`src/skl_pkg.sv`:
```
package skl_pkg;

    // Table size and key width
    localparam int CAPACITY = 64;
    localparam int KEY_BITS = 20;
    // Count must hold the value CAPACITY itself
    localparam int CNT_BITS = $clog2(CAPACITY + 1);

    typedef logic [KEY_BITS-1:0] t_key;
    typedef logic [CNT_BITS-1:0] t_count;

    // Item codes
    localparam logic ACT_LOOKUP = 1'b0;
    localparam logic ACT_INSERT = 1'b1;

    // Data handed from one slot to the next one up
    typedef struct packed {
        logic ge;   // this slot lies at or past the insert point
        t_key key;  // key held in this slot
    } t_link;

    // Control broadcast from the top level to the chain
    typedef struct packed {
        logic   we;     // shift-insert this cycle
        t_key   key;    // key of the item in progress
        t_count count;  // entries held before this item
    } t_chain_ctl;

endpackage

```
`src/skl_cell.sv`:
```
module skl_cell
    import skl_pkg::*;
(
    input  logic  i_clk,
    input  t_key  i_key,
    input  logic  i_occ,
    input  logic  i_we,
    input  t_link i_prev,
    output t_link o_link,
    output logic  o_match
);

    t_key r_key;
    t_key n_key;

    // Slot is past the insert point when empty or holding a larger key
    assign o_link.ge  = !i_occ || (r_key > i_key);
    assign o_link.key = r_key;
    assign o_match    = i_occ && (r_key == i_key);

    // First slot past the point takes the new key, the ones above shift up
    always_comb begin
        n_key = r_key;
        if (o_link.ge) begin
            n_key = i_prev.ge ? i_prev.key : i_key;
        end
    end

    always_ff @(posedge i_clk) begin
        if (i_we) begin
            r_key <= n_key;
        end
    end

endmodule

```
`src/skl_chain.sv`:
```
module skl_chain
    import skl_pkg::*;
(
    input  logic       i_clk,
    input  t_chain_ctl i_ctl,
    output logic       o_found
);

    t_link               w_link [CAPACITY+1];
    logic [CAPACITY-1:0] w_match;

    // Below slot 0 nothing is past the insert point
    assign w_link[0].ge  = 1'b0;
    assign w_link[0].key = '0;

    for (genvar g = 0; g < CAPACITY; g++) begin : g_slot
        logic w_occ;
        assign w_occ = i_ctl.count > t_count'(g);

        skl_cell u_slot (
            .i_clk   (i_clk),
            .i_key   (i_ctl.key),
            .i_occ   (w_occ),
            .i_we    (i_ctl.we),
            .i_prev  (w_link[g]),
            .o_link  (w_link[g+1]),
            .o_match (w_match[g])
        );
    end

    // Exact membership over all occupied slots
    assign o_found = |w_match;

endmodule

```
`src/sorted_key_set_lookup_insert.sv`:
```
// Channel | Direction | Handshake          | Payload
// --------+-----------+--------------------+------------------------------------
// in      | input     | i_valid / o_stall  | i_action, i_key
// out     | output    | o_valid / i_stall  | o_found, o_rejected, o_entries
//
// Each item is first captured, then processed in a step in which every slot of
// the chain compares against the key in parallel and, for an insert, shifts up.
// A new item is taken once the previous one has moved to the output register.
// A stalled output holds the item in progress until the output register frees.
// Reset clears the entry count and handshake state; slot contents are not reset.
module sorted_key_set_lookup_insert
    import skl_pkg::*;
(
    input  logic        i_clk,
    input  logic        i_rst_n,
    input  logic        i_valid,
    output logic        o_stall,
    input  logic        i_action,
    input  logic [19:0] i_key,
    output logic        o_valid,
    input  logic        i_stall,
    output logic        o_found,
    output logic        o_rejected,
    output logic [6:0]  o_entries
);

    logic       r_busy;
    logic       r_act;
    t_key       r_key;
    t_count     r_count;
    logic       r_out_valid;
    logic       r_found;
    logic       r_rejected;

    logic       w_accept;
    logic       w_process;
    logic       w_full;
    logic       w_found;
    t_chain_ctl w_ctl;

    // Handshake
    assign o_stall   = r_busy;
    assign w_accept  = i_valid && !r_busy;
    assign w_process = r_busy && (!r_out_valid || !i_stall);
    assign w_full    = r_count == t_count'(CAPACITY);

    assign w_ctl.we    = w_process && (r_act == ACT_INSERT) && !w_full;
    assign w_ctl.key   = r_key;
    assign w_ctl.count = r_count;

    skl_chain u_chain (
        .i_clk   (i_clk),
        .i_ctl   (w_ctl),
        .o_found (w_found)
    );

    // Item capture
    always_ff @(posedge i_clk) begin
        if (w_accept) begin
            r_act <= i_action;
            r_key <= i_key[KEY_BITS-1:0];
        end
    end

    // Control state
    always_ff @(posedge i_clk) begin
        if (!i_rst_n) begin
            r_busy      <= 1'b0;
            r_count     <= '0;
            r_out_valid <= 1'b0;
        end else begin
            if (w_accept) begin
                r_busy <= 1'b1;
            end else if (w_process) begin
                r_busy <= 1'b0;
            end
            if (w_ctl.we) begin
                r_count <= r_count + t_count'(1);
            end
            if (w_process) begin
                r_out_valid <= 1'b1;
            end else if (!i_stall) begin
                r_out_valid <= 1'b0;
            end
        end
    end

    // Result register
    always_ff @(posedge i_clk) begin
        if (w_process) begin
            r_found    <= w_found;
            r_rejected <= (r_act == ACT_INSERT) && w_full;
        end
    end

    assign o_valid    = r_out_valid;
    assign o_found    = r_found;
    assign o_rejected = r_rejected;
    assign o_entries  = 7'(r_count);

    // Checks
    a_count_bound: assert property (@(posedge i_clk) disable iff (!i_rst_n)
        r_count <= t_count'(CAPACITY))
        else $error("entry count above capacity");

    a_reject_full: assert property (@(posedge i_clk) disable iff (!i_rst_n)
        o_valid && o_rejected |-> r_count == t_count'(CAPACITY))
        else $error("reject reported while table not full");

    a_insert_count: assert property (@(posedge i_clk) disable iff (!i_rst_n)
        w_ctl.we |=> r_count == $past(r_count) + t_count'(1))
        else $error("insert did not advance count");

    a_accept_busy: assert property (@(posedge i_clk) disable iff (!i_rst_n)
        w_accept |=> r_busy)
        else $error("accepted item not in progress");

endmodule
```
`config.mk`:
```
export PLATFORM = sky130hd
export DESIGN_NAME = sorted_key_set_lookup_insert
export DESIGN_NICKNAME = d
export VERILOG_FILES = /design/src/skl_pkg.sv /design/src/skl_cell.sv /design/src/skl_chain.sv /design/src/sorted_key_set_lookup_insert.sv
export SDC_FILE = /design/constraint.sdc
export NUM_CORES = 2
export LEC_CHECK = 0
export ABC_AREA = 1
export BUFFER_PORTS_ARGS = -buffer_cell sky130_fd_sc_hd__clkbuf_2
export CORE_MARGIN = 10
export CORE_UTILIZATION = 55
export DETAILED_ROUTE_END_ITERATION = 8
export PLACE_DENSITY = 0.78
export SLEW_MARGIN = 20
export SYNTH_ARGS = -nofsm -noshare
export SYNTH_HDL_FRONTEND = slang
export SYNTH_SLANG_ARGS = --single-unit
```
`constraint.sdc`:
```
create_clock -name i_clk -period 13.95 [get_ports i_clk]
set_clock_uncertainty 0.2 [all_clocks]
set_input_delay 2.79 -clock i_clk [delete_from_list [all_inputs] [get_ports i_clk]]
set_output_delay 2.79 -clock i_clk [all_outputs]
set_load 0.01 [all_outputs]
```
After elaboration in Yosys (flattened, before gate mapping)

Cells that the tools add are included.

Div/mod/pow operators: 0
Magnitude comparators: 128
$add $sub $neg: 1
$mul: 0
Reduce and logical (&&, ||, !) cells: 268
Shifts and indexed selects: 0
Equal/unequal tests: 66
Mux-type cells: 67
Bitwise gates (word level): 0

Operator list:

| operator              | count |
|---|---|
| $eq A20 B20 Y1        | 64 |
| $gt A20 B20 Y1        | 64 |
| $mux W20              | 63 |
| $gt A7 B6 Y1 const B  | 32 |
| $reduce_and A2 Y1     | 64 |
| $gt A7 B5 Y1 const B  | 16 |
| $logic_and A1 B1 Y1   | 69 |
| $logic_not A1 Y1      | 68 |
| $logic_or A1 B1 Y1    | 65 |
| $reduce_or A64 Y1     | 1 |
| $gt A7 B4 Y1 const B  | 8 |
| $gt A7 B3 Y1 const B  | 4 |
| $gt A7 B1 Y1 const B  | 2 |
| $gt A7 B2 Y1 const B  | 2 |
| $add A7 B1 Y7 const B | 1 |
| $eq A7 B7 Y1 const B  | 1 |
| $mux W1               | 4 |
| $ne A2 B1 Y1 const B  | 1 |
| $reduce_bool A2 Y1    | 1 |

Memories kept: 0
Input bits: 25
Bits in registers: 1312
Output and inout bits: 11
Bits in read-only memories: 0
Memory bits (writable): 0
Latch bits: 0

Depth between registers and ports, before layout

Depth in word-level cells: 6
Mapped depth: 16
Mapped depth without buffers: 13

Hierarchy

Synthesis repeated with hierarchy kept, for this count alone.

Cells, all modules: 10766
Area total of the unflattened synthesis: 92807.8 um^2

By module, submodules not included:

| module                       | cells each | instances | area an instance (um^2) |
|---|---|---|---|
| skl_cell                     | 164        | 64        | 1418.9 |
| sorted_key_set_lookup_insert | 100        | 1         | 1257.5 |
| skl_chain                    | 170        | 1         | 743.2 |

Least setup slack after synthesis

Ideal clock, no wire load.

Path type: input -> register
From: input i_stall
To: register u_chain.g_slot[54].u_slot.r_key[0], enable pin
Buffers on the path: 2
Setup slack: 8913 ps
Library setup time: 397 ps
Stages: 7
Arrival: 4440 ps
Data required time: 13353 ps
Cell sequence: nand2_1 -> nand2_1 -> inv_1 -> nand3_1 -> buf_2 -> buf_2 -> nor2_1

Word-level cells in the longest chain between the ends: 6

RTL lines:

| what                              | RTL line                           | text |
|---|---|---|
| start, declared                   | sorted_key_set_lookup_insert.sv:21 | `input logic i_stall,` |
| $logic_not A1 Y1                  | --                                 |  |
| $logic_or A1 B1 Y1                | sorted_key_set_lookup_insert.sv:44 | `assign w_process = r_busy && (!r_out_valid \|\| !i_stall);` |
| $logic_and A1 B1 Y1               | sorted_key_set_lookup_insert.sv:44 |  |
| via w_process                     | sorted_key_set_lookup_insert.sv:36 | `logic w_process;` |
| $logic_and A1 B1 Y1 (2 in series) | sorted_key_set_lookup_insert.sv:47 | `assign w_ctl.we = w_process && (r_act == ACT_INSERT) && !w_full;` |
| $reduce_and A2 Y1 (no line)       | --                                 |  |
| end signal, assigned              | skl_cell.sv:31                     | `r_key <= n_key;` |
| end, declared                     | skl_cell.sv:13                     | `t_key r_key;` |

The timed path passes the listed nets, and every way through them passes these cells.
A chain may end at the register's enable or synchronous reset.

Final worst setup path

From: register r_key[19]
To: register u_chain.g_slot[52].u_slot.r_key[13], enable pin

Word-level cells in the longest chain between the ends: 3

RTL lines:

| what                        | RTL line                           | text |
|---|---|---|
| start, declared             | sorted_key_set_lookup_insert.sv:29 | `t_key r_key;` |
| start signal, assigned      | sorted_key_set_lookup_insert.sv:61 | `r_key <= i_key[KEY_BITS-1:0];` |
| $gt A20 B20 Y1              | skl_cell.sv:17                     | `assign o_link.ge = !i_occ \|\| (r_key > i_key);` |
| $logic_or A1 B1 Y1          | skl_cell.sv:17                     |  |
| $reduce_and A2 Y1 (no line) | --                                 |  |
| end signal, assigned        | skl_cell.sv:31                     |  |
| end, declared               | skl_cell.sv:13                     |  |

Every way passes these cells.

==> impl_metrics.tcl <==
set metrics [dict create \
    status "finished clean" \
    r2r_slack_ps 7830 \
    peakVddDrop_mv 0.152 \
    io_pins 36 \
    cpMaxStageDelayCell "nor2_1" \
    ant_nets 0 \
    die_w_um 418 \
    cts_resized 0 \
    worstHoldPathCells 2 \
    slew_headroom 0.186 \
    multiInputGateArea_um2 44900 \
    die_area_um2 175000 \
    cts_buffer_depth 3 \
    cp.required_ps 14250 \
    wl_mm 281 \
    crit_fanout 29 \
    synthCells 10100 \
    cts_htree_levels 4 \
    initial_core_util 0.552 \
    min_path_type "reg2reg" \
    fin_nets 11200 \
    setup_ws_ps 7830 \
    register_area_um2 39300 \
    seqPwrFrac 0.473 \
    cts_setup_buffers 0 \
    core_um2 158000 \
    clock_power_share 0.399 \
    synthesis.area_um2 87200 \
    synth_seq_cells 1312 \
    die_h_um 418 \
    power_density_nw_per_um2 104 \
    setup_viol 0 \
    arrival_ps 6430 \
    via_count 75800 \
    final_common_cell "nand2_1" \
    ys_seq_area_frac 0.451 \
    drtIter0Drc 9502 \
    cap_violations 0 \
    period_needed_ps 6120 \
    setup_tns_ps 0 \
    fillCellCount 13000 \
    place.gp.congestion 0.991 \
    p_leak_nw 41.7 \
    netlist-cell-type-count 38 \
    hold_viol_final 0 \
    power_frac_comb 0.128 \
    p_int_mw 7.09 \
    rsz0062_at_grt "false" \
    post_drt_wl_per_cell_um 23.2 \
    fp-row-count 146 \
    overflow 0 \
    clock.fmax_ghz 0.163 \
    setup.worst_path.end_class "register" \
    preCtsSetupSlack_ps 8040 \
    root_buffer "clkbuf_16" \
    drive_gt1_frac 0.0481 \
    antenna_found_initial 8 \
    syn_nets 11400 \
    final_cell_mix "nand2_1, edfxtp_1, ha_1, nand3_1, nor2_1" \
    firstDrtPassIters 7 \
    yosysWarnings 0 \
    syn_avg_cell_area_um2 8.66 \
    crit_chain "buf_4 -> inv_4 -> buf_4 -> ha_1 -> nand2_1 -> nor2_1 -> nand2_1 -> nor2_1 -> a22oi_1 -> nand3_1 -> nand2_1 -> nor2_1 -> buf_4" \
    crit_type "reg2reg" \
    utilization 0.594 \
    area_growth_pct 7.72 \
    sw_frac_of_total 0.272 \
    critical-path-max-stage-delay_ps 830 \
    grt_first_pass_wirelength_mm 418 \
    grt_pass1_vias 71200 \
    min_to "o_valid" \
    r2r_cells 13 \
    io_buffers 35 \
    grt_max_degree 43 \
    via_per_inst 6.26 \
    clk_pin_slew_ps 60 \
    grt_usage 0.310 \
    min_from "o_valid" \
    total_power_mw 9.74 \
    cts_tree "built" \
    fin_crit_sh 0.439 \
    p_switching_mw 2.65 \
    drc 0 \
    hold_buffers 0 \
    post-dp-hpwl_mm 186 \
    clock_latency_ps 820 \
    numClockSinks 1312 \
    critPathLaunchType "register" \
    r2r_start "r_key[19]" \
    cts_made_buffers 145 \
    r2r-end "u_chain.g_slot[52].u_slot.r_key[13]" \
    worstMarginPinSlew_ps 1210 \
    hold-worst-slack_ps 298 \
    slew_violations 0 \
]
cell type report:
| cell class | count | share of cell area |
|---|---|---|
| Antenna cell | 3 | 0.0000799 |
| Clock buffer | 177 | 0.0413 |
| Timing Repair Buffer | 212 | 0.0160 |
| Sequential cell | 1312 | 0.419 |
| Tap cell | 2072 | 0.0276 |
| Clock inverter | 83 | 0.00841 |
| Inverter | 245 | 0.0103 |
| Multi-Input combinational cell | 8010 | 0.478 |
power groups by stage:
| stage | sequential [mW] | clock (mW) | combinational, mW |
|---|---|---|---|
| 2_1_floorplan | 4.64 | 0 | 0.768 |
| 3_5_place_dp | 4.68 | 0 | 1.21 |
| 4_1_cts | 4.60 | 3.88 | 1.22 |
| 5_1_grt | 4.61 | 4.03 | 1.38 |
| 6_report | 4.61 | 3.88 | 1.25 |
| 3_3_place_gp | 4.68 | 0 | 1.14 |
routing by layer:
layer	up-vias	GRT usage	routed length, um
li1	34600	-	-
met1	35000	0.392	103000
met4	14	0.197	21200
met3	1267	0.0748	35600
met2	4950	0.477	121000
met5	-	0	283
cells by family (layout without fill, tap and decap cells):
group / after synthesis / count (layout) / share of synthesized area
compound gates: 1008 / 1008 / 0.0631
fa+ha+maj: 1284 / 1284 / 0.184
buf+inv: 750 / 717 / 0.0350
flops: 1312 / 1312 / 0.451
other cells: 0 / 3 / 0
simple gates: 5718 / 5718 / 0.267
worst max path at each step:
stage	startpoint	to	slack, ps
2_1_floorplan	i_stall	u_chain.g_slot[54].u_slot.r_key[0]	8910
3_3_place_gp	r_key[16]	u_chain.g_slot[42].u_slot.r_key[8]	8210
3_5_place_dp	r_key[15]	u_chain.g_slot[21].u_slot.r_key[4]	8040
4_1_cts	r_key[15]	u_chain.g_slot[21].u_slot.r_key[9]	8030
5_1_grt	r_key[19]	u_chain.g_slot[52].u_slot.r_key[15]	7580
6_report	r_key[19]	u_chain.g_slot[52].u_slot.r_key[13]	7830
Yosys cell counts:
master | instances | area (um^2)
edfxtp_1 | 1303 | 39100
inv_1 | 233 | 875
nand3_1 | 1143 | 5720
nor3b_1 | 3 | 22.5
buf_2 | 164 | 821
buf_6 | 1 | 11.3
a22oi_1 | 6 | 45.0
dfxtp_1 | 9 | 180
nand3_2 | 1 | 10.0
nand2_2 | 1 | 6.26
buf_1 | 96 | 360
o211a_1 | 5 | 50.1
o21ai_1 | 9 | 45.0
a31oi_1 | 4 | 25.0
and2_1 | 4 | 25.0
nand2_1 | 3821 | 14300
o21bai_1 | 17 | 128
a31o_2 | 16 | 140
a21boi_0 | 29 | 218
nor4_1 | 7 | 43.8
o221ai_1 | 1 | 8.76
ha_1 | 1284 | 16100
and3_1 | 2 | 12.5
clkbuf_1 | 238 | 893
o211ai_1 | 57 | 428
o21ai_0 | 249 | 1250
buf_4 | 6 | 45.0
a21oi_1 | 584 | 2920
nor3_1 | 19 | 95.1
o2111ai_1 | 9 | 78.8
nor2_1 | 616 | 2310
o21a_1 | 1 | 7.51
and2_0 | 2 | 12.5
a211oi_1 | 21 | 158
nand4_1 | 63 | 394
inv_2 | 12 | 45.0
or2_2 | 14 | 87.6
nand3b_1 | 22 | 165
flip-flops by register name (all words and copies together) (netlist names):
signal,cells
u_chain.g_slot.u_slot.r_key,1280
r_key,20
o_entries,7
o_found,1
o_rejected,1
o_stall,1
o_valid,1
r_act,1
critical path: cells and delay by family (launching register included):
| family | cells | cell delay (ps) |
|---|---|---|
| DFF | 1 | 780 |
| and+or+nand+nor | 7 | 2450 |
| buffers and inverters | 4 | 1980 |
| adders and majority gates | 1 | 260 |
| AOI/OAI and AO/OA | 1 | 90 |
through the flow:
step                      area, um^2  instances
final                          93900      12100
after global routing           93900      12100
after CTS                      93900      12100
after detailed placement       89200      11900
after global placement         89200      11900
after floorplan                87200      10100
Note: power is estimated with default switching activity, not from simulation.
